### src/rtl/lfu_pkg.sv
// Package with the types and constants of the LFU cache.
package lfu_pkg;

  // Fixed field widths of the request and result items.
  localparam int unsigned KEY_BITS   = 32;
  localparam int unsigned VALUE_BITS = 32;
  localparam int unsigned STAMP_BITS = 32;
  localparam int unsigned CAP_BITS   = 5;

  typedef enum logic {
    OP_GET = 1'b0,
    OP_SET = 1'b1
  } op_e;

  typedef struct packed {
    op_e                   operation;
    logic [KEY_BITS-1:0]   lookup_key;
    logic [VALUE_BITS-1:0] write_value;
  } lfu_in_t;

  typedef struct packed {
    logic                  hit;
    logic [VALUE_BITS-1:0] read_value;
    logic                  stored;
    logic                  evicted;
    logic [KEY_BITS-1:0]   evicted_key;
  } lfu_out_t;

  // Commands from the controller to the datapath.
  typedef struct packed {
    logic start;
    logic scan;
    logic commit;
  } lfu_cmd_t;

  // Status from the datapath to the controller.
  typedef struct packed {
    logic scan_last;
    logic cap_zero;
    logic out_free;
  } lfu_status_t;

endpackage

### src/rtl/lfu_ctrl.sv
// Controller state machine that sequences scan, decision and update.
module lfu_ctrl
  import lfu_pkg::*;
(
  input  logic        clk_i,
  input  logic        rst_ni,
  input  logic        in_valid_i,
  output logic        in_ready_o,
  input  lfu_status_t status_i,
  output lfu_cmd_t    cmd_o
);

  typedef enum logic [3:0] {
    ST_IDLE  = 4'b0001,
    ST_SCAN  = 4'b0010,
    ST_LAST  = 4'b0100,
    ST_WRITE = 4'b1000
  } state_e;

  state_e state_q, state_d;

  // Next state and commands.
  always_comb begin
    state_d    = state_q;
    cmd_o      = '0;
    in_ready_o = 1'b0;
    unique case (state_q)
      ST_IDLE: begin
        in_ready_o = 1'b1;
        if (in_valid_i) begin
          cmd_o.start = 1'b1;
          state_d     = status_i.cap_zero ? ST_WRITE : ST_SCAN;
        end
      end
      ST_SCAN: begin
        cmd_o.scan = 1'b1;
        if (status_i.scan_last) begin
          state_d = ST_LAST;
        end
      end
      ST_LAST: begin
        // The last entry read is evaluated in this cycle.
        state_d = ST_WRITE;
      end
      ST_WRITE: begin
        if (status_i.out_free) begin
          cmd_o.commit = 1'b1;
          state_d      = ST_IDLE;
        end
      end
      default: begin
        state_d = ST_IDLE;
      end
    endcase
  end

  always_ff @(posedge clk_i or negedge rst_ni) begin
    if (!rst_ni) begin
      state_q <= ST_IDLE;
    end else begin
      state_q <= state_d;
    end
  end

endmodule

### src/rtl/lfu_dp.sv
// Datapath with the entry store, the scan evaluation and the result register.
module lfu_dp
  import lfu_pkg::*;
#(
  parameter int unsigned ENTRIES    = 16,
  parameter int unsigned COUNT_BITS = 16
) (
  input  logic                clk_i,
  input  logic                rst_ni,
  input  logic                cfg_valid_i,
  input  logic [CAP_BITS-1:0] cfg_data_i,
  input  lfu_in_t             in_data_i,
  input  lfu_cmd_t            cmd_i,
  output lfu_status_t         status_o,
  output logic                out_valid_o,
  input  logic                out_ready_i,
  output lfu_out_t            out_data_o
);

  localparam int unsigned IW = $clog2(ENTRIES);
  localparam int unsigned UW = $clog2(ENTRIES + 1);
  localparam int unsigned CW = (UW > CAP_BITS) ? UW : CAP_BITS;

  // Entry store: valid bits in flops, the rest in memories.
  logic [ENTRIES-1:0]    valid_q;
  logic [KEY_BITS-1:0]   key_mem   [ENTRIES];
  logic [VALUE_BITS-1:0] value_mem [ENTRIES];
  logic [COUNT_BITS-1:0] count_mem [ENTRIES];
  logic [STAMP_BITS-1:0] stamp_mem [ENTRIES];

  logic [CAP_BITS-1:0]   cap_q;
  logic [STAMP_BITS-1:0] stamp_q;
  lfu_in_t               req_q;

  // Scan read port.
  logic [IW-1:0]         scan_idx_q;
  logic                  rd_live_q;
  logic [IW-1:0]         rd_idx_q;
  logic                  rd_valid_q;
  logic [KEY_BITS-1:0]   rd_key_q;
  logic [VALUE_BITS-1:0] rd_value_q;
  logic [COUNT_BITS-1:0] rd_cnt_q;
  logic [STAMP_BITS-1:0] rd_stamp_q;

  // Scan results.
  logic                  found_q;
  logic [IW-1:0]         match_idx_q;
  logic [VALUE_BITS-1:0] match_val_q;
  logic [COUNT_BITS-1:0] match_cnt_q;
  logic [UW-1:0]         used_q;
  logic                  free_found_q;
  logic [IW-1:0]         free_idx_q;
  logic                  vic_found_q;
  logic [IW-1:0]         vic_idx_q;
  logic [KEY_BITS-1:0]   vic_key_q;
  logic [COUNT_BITS-1:0] vic_cnt_q;
  logic [STAMP_BITS-1:0] vic_age_q;

  logic                  out_valid_q;
  lfu_out_t              out_data_q, out_data_d;

  logic                  hit_now, vic_better, free_now;
  logic [STAMP_BITS-1:0] rd_age;
  logic [CW-1:0]         cap_ext, ent_ext, cap_eff;
  logic                  full, set_ok;
  logic [IW-1:0]         set_slot, wr_addr;
  logic                  wr_key_en, wr_cnt_en;
  logic [COUNT_BITS-1:0] wr_cnt;

  // Status toward the controller.
  assign status_o.scan_last = (scan_idx_q == IW'(ENTRIES - 1));
  assign status_o.cap_zero  = (cap_q == '0);
  assign status_o.out_free  = !out_valid_q || out_ready_i;

  // Evaluation of the entry read in the previous cycle.
  assign rd_age     = stamp_q - rd_stamp_q;
  assign hit_now    = rd_live_q && rd_valid_q && !found_q && (rd_key_q == req_q.lookup_key);
  assign free_now   = rd_live_q && !rd_valid_q && !free_found_q;
  assign vic_better = rd_live_q && rd_valid_q &&
                      (!vic_found_q || (rd_cnt_q < vic_cnt_q) ||
                       ((rd_cnt_q == vic_cnt_q) && (rd_age > vic_age_q)));

  // Decision and update after the scan.
  always_comb begin
    cap_ext    = CW'(cap_q);
    ent_ext    = CW'(ENTRIES);
    cap_eff    = (cap_ext > ent_ext) ? ent_ext : cap_ext;
    full       = (CW'(used_q) >= cap_eff);
    set_slot   = found_q ? match_idx_q : (full ? vic_idx_q : free_idx_q);
    set_ok     = found_q || (full ? vic_found_q : free_found_q);
    wr_key_en  = 1'b0;
    wr_cnt_en  = 1'b0;
    wr_addr    = set_slot;
    wr_cnt     = COUNT_BITS'(1);
    out_data_d = '0;
    if (cmd_i.commit && !status_o.cap_zero) begin
      if (req_q.operation == OP_GET) begin
        if (found_q) begin
          out_data_d.hit        = 1'b1;
          out_data_d.read_value = match_val_q;
          wr_cnt_en             = 1'b1;
          wr_addr               = match_idx_q;
          // The use count saturates at its maximum.
          wr_cnt = (&match_cnt_q) ? match_cnt_q : (match_cnt_q + COUNT_BITS'(1));
        end
      end else if (set_ok) begin
        wr_key_en         = 1'b1;
        wr_cnt_en         = 1'b1;
        out_data_d.stored = 1'b1;
        if (!found_q && full) begin
          out_data_d.evicted     = 1'b1;
          out_data_d.evicted_key = vic_key_q;
        end
      end
    end
  end

  // Memories: one write port and one registered read port.
  always_ff @(posedge clk_i) begin
    if (wr_key_en) begin
      key_mem[wr_addr]   <= req_q.lookup_key;
      value_mem[wr_addr] <= req_q.write_value;
    end
    if (wr_cnt_en) begin
      count_mem[wr_addr] <= wr_cnt;
      stamp_mem[wr_addr] <= stamp_q;
    end
    rd_key_q   <= key_mem[scan_idx_q];
    rd_value_q <= value_mem[scan_idx_q];
    rd_cnt_q   <= count_mem[scan_idx_q];
    rd_stamp_q <= stamp_mem[scan_idx_q];
    rd_valid_q <= valid_q[scan_idx_q];
    rd_idx_q   <= scan_idx_q;
  end

  // Payload registers of the request, the scan results and the result.
  always_ff @(posedge clk_i) begin
    if (cmd_i.start) begin
      req_q <= in_data_i;
    end
    if (hit_now) begin
      match_idx_q <= rd_idx_q;
      match_val_q <= rd_value_q;
      match_cnt_q <= rd_cnt_q;
    end
    if (free_now) begin
      free_idx_q <= rd_idx_q;
    end
    if (vic_better) begin
      vic_idx_q <= rd_idx_q;
      vic_key_q <= rd_key_q;
      vic_cnt_q <= rd_cnt_q;
      vic_age_q <= rd_age;
    end
    if (cmd_i.commit) begin
      out_data_q <= out_data_d;
    end
  end

  // Control registers.
  always_ff @(posedge clk_i or negedge rst_ni) begin
    if (!rst_ni) begin
      cap_q        <= CAP_BITS'(16);
      valid_q      <= '0;
      stamp_q      <= '0;
      scan_idx_q   <= '0;
      rd_live_q    <= 1'b0;
      found_q      <= 1'b0;
      free_found_q <= 1'b0;
      vic_found_q  <= 1'b0;
      used_q       <= '0;
      out_valid_q  <= 1'b0;
    end else begin
      if (cfg_valid_i) begin
        cap_q <= cfg_data_i;
      end
      rd_live_q <= cmd_i.scan;
      if (cmd_i.start) begin
        scan_idx_q   <= '0;
        found_q      <= 1'b0;
        free_found_q <= 1'b0;
        vic_found_q  <= 1'b0;
        used_q       <= '0;
      end else begin
        if (cmd_i.scan) begin
          scan_idx_q <= scan_idx_q + IW'(1);
        end
        if (hit_now) begin
          found_q <= 1'b1;
        end
        if (free_now) begin
          free_found_q <= 1'b1;
        end
        if (vic_better) begin
          vic_found_q <= 1'b1;
        end
        if (rd_live_q && rd_valid_q) begin
          used_q <= used_q + UW'(1);
        end
      end
      if (wr_key_en) begin
        valid_q[wr_addr] <= 1'b1;
      end
      if (wr_cnt_en) begin
        stamp_q <= stamp_q + STAMP_BITS'(1);
      end
      // The result register is freed by an output transfer.
      if (cmd_i.commit) begin
        out_valid_q <= 1'b1;
      end else if (out_ready_i) begin
        out_valid_q <= 1'b0;
      end
    end
  end

  assign out_valid_o = out_valid_q;
  assign out_data_o  = out_data_q;

endmodule

### src/rtl/lfu_cache_replacement.sv
// Top level of the LFU cache with least-recently-stamped tie-break.
//
// Requests enter on the in channel (valid/ready): a get looks up a key, a set
// stores a key and a value handle. Each request gives exactly one result on
// the out channel (valid/ready) with hit, read value, stored, evicted and the
// evicted key. The cfg channel, always ready, writes the capacity register;
// the user must write it only while idle, as the block does not enforce it.
// After its transfer, each request runs a sequential scan with one read of
// the entry memories per entry, then a step in which the last read is
// evaluated, then the update and the result load; only then is the next
// request taken. A capacity of zero skips the scan and goes to the update.
// The result sits in an output register; the next request is taken while it
// waits. If the receiver stalls, that next request waits before its update
// until the held result has been transferred.
// Reset empties the table, clears the stamp counter and sets capacity to 16.
module lfu_cache_replacement
  import lfu_pkg::*;
#(
  parameter int unsigned ENTRIES    = 16,
  parameter int unsigned COUNT_BITS = 16
) (
  input  logic                clk_i,
  input  logic                rst_ni,
  input  logic                cfg_valid_i,
  output logic                cfg_ready_o,
  input  logic [CAP_BITS-1:0] cfg_data_i,
  input  logic                in_valid_i,
  output logic                in_ready_o,
  input  lfu_in_t             in_data_i,
  output logic                out_valid_o,
  input  logic                out_ready_i,
  output lfu_out_t            out_data_o
);

  lfu_cmd_t    cmd;
  lfu_status_t status;

  assign cfg_ready_o = 1'b1;

  // Sequencer.
  lfu_ctrl u_ctrl (
    .clk_i      (clk_i),
    .rst_ni     (rst_ni),
    .in_valid_i (in_valid_i),
    .in_ready_o (in_ready_o),
    .status_i   (status),
    .cmd_o      (cmd)
  );

  // Entry store and evaluation.
  lfu_dp #(
    .ENTRIES    (ENTRIES),
    .COUNT_BITS (COUNT_BITS)
  ) u_dp (
    .clk_i       (clk_i),
    .rst_ni      (rst_ni),
    .cfg_valid_i (cfg_valid_i),
    .cfg_data_i  (cfg_data_i),
    .in_data_i   (in_data_i),
    .cmd_i       (cmd),
    .status_o    (status),
    .out_valid_o (out_valid_o),
    .out_ready_i (out_ready_i),
    .out_data_o  (out_data_o)
  );

endmodule

### config.mk
export PLATFORM = sky130hd
export DESIGN_NAME = lfu_cache_replacement
export DESIGN_NICKNAME = d
export VERILOG_FILES = /design/src/rtl/lfu_pkg.sv /design/src/rtl/lfu_ctrl.sv /design/src/rtl/lfu_dp.sv /design/src/rtl/lfu_cache_replacement.sv
export SDC_FILE = /design/constraint.sdc
export NUM_CORES = 2
export LEC_CHECK = 0
export CAP_MARGIN = 20
export CORE_ASPECT_RATIO = 0.75
export CORE_UTILIZATION = 45
export CTS_BUF_LIST = sky130_fd_sc_hd__clkbuf_8
export CTS_CLUSTER_SIZE = 16
export DETAILED_ROUTE_END_ITERATION = 7
export DONT_BUFFER_PORTS = 1
export SYNTH_ARGS = -nofsm -noshare
export SYNTH_HDL_FRONTEND = slang
export SYNTH_HIERARCHICAL = 1
export SYNTH_SLANG_ARGS = --single-unit
### constraint.sdc
create_clock -name clk_i -period 12.2 [get_ports clk_i]
set_input_delay 0.61 -clock clk_i [delete_from_list [all_inputs] [get_ports clk_i]]
set_output_delay 0.61 -clock clk_i [all_outputs]
set_load 0.005 [all_outputs]
Word-level counts from Yosys, hierarchy flattened

Memory sizes are Yosys's and may differ from the RTL's. A register that Yosys moved wholly into a read port is not among the register bits.
Index checks and enable logic that the tools add are counted.

Bits in registers: 348
Bits in writable memories: 1792
Output and inout port bits: 70
Word-level logic and storage cells: 143
Memories kept: 4

Memories:

| memory         | depth | width | rd ports | clocked after memory_dff | write ports | RTL line     | source |
|---|---|---|---|---|---|---|---|
| u_dp.key_mem   | 16    | 32    | 1        | 1                        | 1           | lfu_dp.sv:26 | `logic [KEY_BITS-1:0] key_mem [ENTRIES];` |
| u_dp.stamp_mem | 16    | 32    | 1        | 1                        | 1           | lfu_dp.sv:29 | `logic [STAMP_BITS-1:0] stamp_mem [ENTRIES];` |
| u_dp.value_mem | 16    | 32    | 1        | 1                        | 1           | lfu_dp.sv:27 | `logic [VALUE_BITS-1:0] value_mem [ENTRIES];` |
| u_dp.count_mem | 16    | 16    | 1        | 1                        | 1           | lfu_dp.sv:28 | `logic [COUNT_BITS-1:0] count_mem [ENTRIES];` |

Add/subtract/negate cells: 5
Order comparisons: 7
Eq/ne operators: 10
Muxes and demuxes: 51
Bitwise logic cells: 3
Reduce and logical (&&, ||, !) cells: 34

Operators by type and width:

| kind                  | number |
|---|---|
| $mux 33               | 2 |
| $mux 16               | 4 |
| $mux 4                | 11 |
| $mux 34               | 1 |
| $add 32x1->32 const B | 1 |
| $eq 32x32->1          | 1 |
| $gt 32x32->1          | 1 |
| $sub 32x32->32        | 1 |
| $mux 1                | 27 |
| $add 16x1->16 const B | 1 |
| $eq 16x16->1          | 1 |
| $lt 16x16->1          | 1 |
| $or 16x16->16         | 1 |
| $pmux 4 s4            | 1 |
| $reduce_and 16->1     | 1 |
| $mux 5                | 3 |
| $reduce_bool 2->1     | 6 |
| $logic_and 1x1->1     | 10 |
| $lt 4x5->1 const B    | 2 |
| $eq 4x4->1 const B    | 2 |
| $logic_not 1->1       | 6 |
| $ne 2x2->1 const B    | 3 |
| $reduce_and 3->1      | 2 |
| $add 5x1->5 const B   | 1 |
| 16 further kinds      | 20 |

Depth between registers and ports, before layout

Word-level depth: 13
Depth in mapped cells: 19
Depth with buffers taken out: 19

Hierarchy

The synthesis kept the hierarchy.

Modules (own cells, without submodules):

| module                | instances | cells an instance | area an instance (sq um) |
|---|---|---|---|
| lfu_dp                | 1         | 3854              | 85314.3 |
| lfu_ctrl              | 1         | 25                | 264.0 |
| lfu_cache_replacement | 1         | 2                 | 11.3 |

Worst setup path before layout

Ideal clock, no wire load.

Kind: register to register
Start point: register u_dp.stamp_q[0]
End point: register u_dp.vic_age_q[0] (enable)
Library setup time: 642 ps
Arrival: 9335 ps
Path slack: 2222 ps
Stages on the path, launching flop included: 17
Buffers on the path: 0
Clock period less this slack: 9978 ps
Cells stage by stage: dfrtp_1 > inv_1 > ha_1 > inv_1 > fa_1 > a211oi_1 > nor4b_1 > nor3_1 > a31oi_1 > a211oi_2 > o21ai_1 > xnor2_1 > ha_1 > nand4_1 > nor4_1 > a21oi_1 > o21ai_0

Cells in the longest elaborated chain, start to end: 5

Ends and longest elaborated chain:

| what                   | RTL line      | source |
|---|---|---|
| from (decl)            | lfu_dp.sv:32  | `logic [STAMP_BITS-1:0] stamp_q;` |
| from (signal assigned) | lfu_dp.sv:205 | `stamp_q <= stamp_q + STAMP_BITS'(1);` |
| $sub 32x32->32         | lfu_dp.sv:76  | `assign rd_age = stamp_q - rd_stamp_q;` |
| net u_dp.rd_age[30]    | lfu_dp.sv:63  | `logic [STAMP_BITS-1:0] rd_age;` |
| $gt 32x32->1           | lfu_dp.sv:81  | `((rd_cnt_q == vic_cnt_q) && (rd_age > vic_age_q)));` |
| $logic_and 1x1->1      | lfu_dp.sv:81  |  |
| $logic_or 1x1->1       | lfu_dp.sv:80  | `(!vic_found_q \|\| (rd_cnt_q < vic_cnt_q) \|\|` |
| $logic_and 1x1->1      | lfu_dp.sv:79  | `assign vic_better = rd_live_q && rd_valid_q &&` |
| net u_dp.vic_better    | lfu_dp.sv:62  | `logic hit_now, vic_better, free_now;` |
| to (signal assigned)   | lfu_dp.sv:153 | `vic_age_q <= rd_age;` |
| to (decl)              | lfu_dp.sv:57  | `logic [STAMP_BITS-1:0] vic_age_q;` |

The timed path passes the listed nets, and every way through them passes these cells.
A chain may end at the register's enable or synchronous reset.

Worst setup path in the final report

Start point: register u_dp.stamp_q[0]
End point: register u_dp.vic_age_q[8] (enable)

The elaborated chain is that of the path after synthesis.

==> out/metrics.csv <==
stage;metric;value;unit
synthesis;top cells by count, synth;edfxtp_1 (2,064), mux4_2 (565), dfxtp_1 (117);
floorplan;Die W;506;µm
clocking;CTS tree;done;
clocking;clock buffer depth;4;
grt;initial antenna violation count;15;
setup_path;Critical Path Max Stage Delay;0.77;ns
final_layout;Sequential Area;0.0661;mm²
sta;min Tclk post-route;5.97;ns
power;maximum vdd drop;0.000144;V
clocking;# hold bufs at CTS;76;
clocking;CTS Buf Count;351;
drt;drt drc;0;
synthesis;Main synth FF type;edfxtp_1;
setup_path;worst r2r src;u_dp/stamp_q[0];
sta;final cycle utilization of the critical path;48.9;%
synthesis;post-synth net total;4045;
synthesis;cell taking the most area after synthesis;edfxtp_1;
setup_path;r2r worst-path depth;17;
clocking;CTS resizes;0;
placement;port buffer count;0;
synthesis;post-synthesis async set-or-reset flop share;3.15;%
final_layout;Area growth syn-to-layout;12.6;%
floorplan;Ports;145;
setup_path;internal reg-to-reg setup slack;6.23;ns
clocking;Root Buffer Master;clkbuf_8;
floorplan;site row count;138;
setup_path;Top delay family on crit path;compound AO/OA/AOI/OAI gates;
setup_path;crit path max-delay cell type;buf_4;
synthesis;most common cell in the netlist;edfxtp_1;
grt;vias in the first global route;41200;
setup_path;Worst R2R End;u_dp/vic_age_q[8];
setup_path;CP Class;reg2reg;
synthesis;sequential-to-total area share from yosys stat;77.2;%
final_layout;Nets;4400;
drt;antenna viol nets, final;0;
setup_path;Worst Path Buf+Inv;3;
worst_hold_path;worst min path class;in2reg;
setup_path;critical-path cell list;inv_1, ha_1, inv_1, fa_1, a211oi_1, nor4b_1, nor3_1, a31oi_1, a211oi_2, o21ai_1, xnor2_1, ha_1, nand4_1, nor4_1, a21oi_1, o21ai_4, buf_4;
clocking;clock-pin slew on the worst setup and hold paths;0.06;ns
sta;worst-margin pin slew;1.13;ns
synthesis;top post-synthesis cells by area;edfxtp_1 (72%), mux4_2 (15%), dfxtp_1 (2.7%);
worst_hold_path;Worst Hold Launch;in_data_i[36];
placement;RePlAce Congestion;0.813;
placement;Post-DP HPWL;100000;µm
setup_path;crit-path max FO;46;
job;number of max-cap violations;0;
clocking;clk sinks;2252;
drt;drt pass-1 iters;7;
synthesis;Post-Syn Instances;3881;
power;Pwr Total;17000;µW
setup_path;CP required;12.78;ns
clocking;H-tree Lvls;5;
sta;unrepaired setup endpoints after global routing;false;
drt;Via Count;39800;
final_layout;Multi-input gate area;0.0187;mm²
floorplan;starting density of the core;45.4;%
sta;Final Hold Fails;0;
synthesis;number of flops mapped to enable cells by yosys;2064;
synthesis;Netlist cell types;77;
synthesis;synthesized area;0.0856;mm²
drt;total wire length;193000;µm
sta;setup violators final;0;
synthesis;Seq cells post-synth;2252;
floorplan;Core Region;0.189;mm²
floorplan;Die Height;380;µm
grt;first-pass GRT wire length;284000;µm
final_layout;layout cells sized above 1;26.7;%
floorplan;die area;0.192;mm²
synthesis;Ys Warns;6;
sta;Layout Skew;0.109;ns
worst_hold_path;Hold Path Cell Cnt;1;
sta;fmax;168;MHz
setup_path;startpoint types;flip-flop;
setup_path;CP startpoint;u_dp/stamp_q[0];
sta;setup_tns;0;ns
power;Power Dens Cells;177;mW/mm²
synthesis;syn avg cell area;22.1;µm²
synthesis;post-synth top area share;72.4;%
drt;Vias/cell;5.65;
worst_hold_path;Hold EP;u_dp/req_q[36];
setup_path;worst path arrival time;6.54;ns
drt;WL per Instance;27.4;µm
grt;grt ovf;0;
power;Pleak;0.0323;µW
grt;Global Route Usage Sum;20.2;%
sta;Max transition margin;24.5;%
setup_path;Setup crit end kind;flip-flop;
grt;largest net degree at the start of global routing;133;
sta;final slew viol count;0;
drt;1st-iter DRT viols;4059;
clocking;worst skew pair latency;1.04;ns
clocking;Post CTS Setup Buffer Count;0;
final_layout;fillcell total;14900;
run_status;status;finished clean;
metrics by stage:
stage / cells / cell area [µm²] / hold WS [ns] / utilization (%) / setup slack (ns)
floorplan: 3881 / 85600 / 0.314 / - / 2.22
CTS: 7026 / 96300 / 0.0875 / 51.1 / 6.22
detailed placement: 6326 / 88900 / 0.321 / 47.1 / 6.21
finish: 7035 / 96400 / 0.203 / 51.1 / 6.23
global route: 7030 / 96400 / 0.114 / 51.1 / 5.73
global placement: 6325 / 88900 / 0.321 / 47.1 / 6.24
area by class of cell:
class | count | share of cell area (%)
inverters | 95 | 0.370
multi-input cells | 1374 | 19.4
diodes | 8 | 0.0208
well taps | 2520 | 3.27
repair buffers | 162 | 1.50
clock inverters | 224 | 1.16
clock buffers | 400 | 5.71
flip-flops and latches | 2252 | 68.6
cells in the final DEF (no fill, tap or decap), drive strengths merged, types with 19 or more instances in the layout:
master	n
a21o	36
a21oi	50
and2	69
and3	22
buf	87
clkbuf	400
clkinv	78
dfrtp	69
dfxtp	117
dlygate4sd3	75
edfxtp	2064
ha	88
inv	228
mux4	565
nand2	62
nand3	41
nand4	37
nor2	89
nor3	28
nor4	19
o21ai	34
xnor2	58
xor2	49
worst max-delay path by stage:
stage                               to  slack [ns]  cells after the start
global placement    u_dp/vic_key_q[20]        6.24                     17
CTS                  u_dp/vic_age_q[6]        6.22                     17
global route         u_dp/vic_key_q[5]        5.73                     18
floorplan            u_dp/vic_age_q[0]        2.22                     16
detailed placement  u_dp/vic_key_q[14]        6.21                     17
finish               u_dp/vic_age_q[8]        6.23                     17
worst reg2reg max path: stages (launching register included):
cell	delay, ns
dfrtp_1	0.59
inv_1	0.14
ha_1	0.18
inv_1	0.06
fa_1	0.42
a211oi_1	0.32
nor4b_1	0.10
nor3_1	0.51
a31oi_1	0.30
a211oi_2	0.37
o21ai_1	0.11
xnor2_1	0.15
ha_1	0.30
nand4_1	0.11
nor4_1	0.39
a21oi_1	0.17
o21ai_4	0.54
buf_4	0.78
layer usage:
| layer | up-vias | wire length [µm] | GRT usage (%) |
|---|---|---|---|
| met1 | 21300 | 85100 | 29.4 |
| met3 | 297 | 11400 | 3.70 |
| met4 | 18 | 3310 | 4.79 |
| li1 | 16800 | - | - |
| met5 | - | 117 | 0 |
| met2 | 1310 | 93100 | 31.9 |
power breakdown:
group | switching (µW) | internal [µW]
Combinational | 955 | 1020
Clock | 2880 | 3140
Sequential | 299 | 8730
Total | 4130 | 12900
cells by family after synthesis:
family	share of synthesized area, %
adder cells (fa/ha/maj)	1.31
other	0.00438
AND/OR/NAND/NOR	2.63
multiplexers	15.0
buffers and inverters	1.28
AO/OA/AOI/OAI	1.44
flip-flops	77.2
XOR/XNOR	1.09
state kept, by name, summed over array words and instances (netlist names), 5 cells and up:
name and count:
u_dp/rd_value_q 32, u_dp/stamp_q 32, u_dp/req_q 65, u_dp/key_mem 512
u_dp/vic_cnt_q 16, u_dp/stamp_mem 512, u_dp/value_mem 512, u_dp/out_data_o 67
u_dp/vic_age_q 32, u_dp/used_q 5, u_dp/cap_ext 5, u_dp/rd_key_q 32
u_dp/match_cnt_q 16, u_dp/rd_cnt_q 16, u_dp/match_val_q 32, u_dp/valid_q 16
u_dp/count_mem 256, u_dp/rd_stamp_q 32, u_dp/vic_key_q 32
No activity file was read; power rests on OpenSTA's default activity.
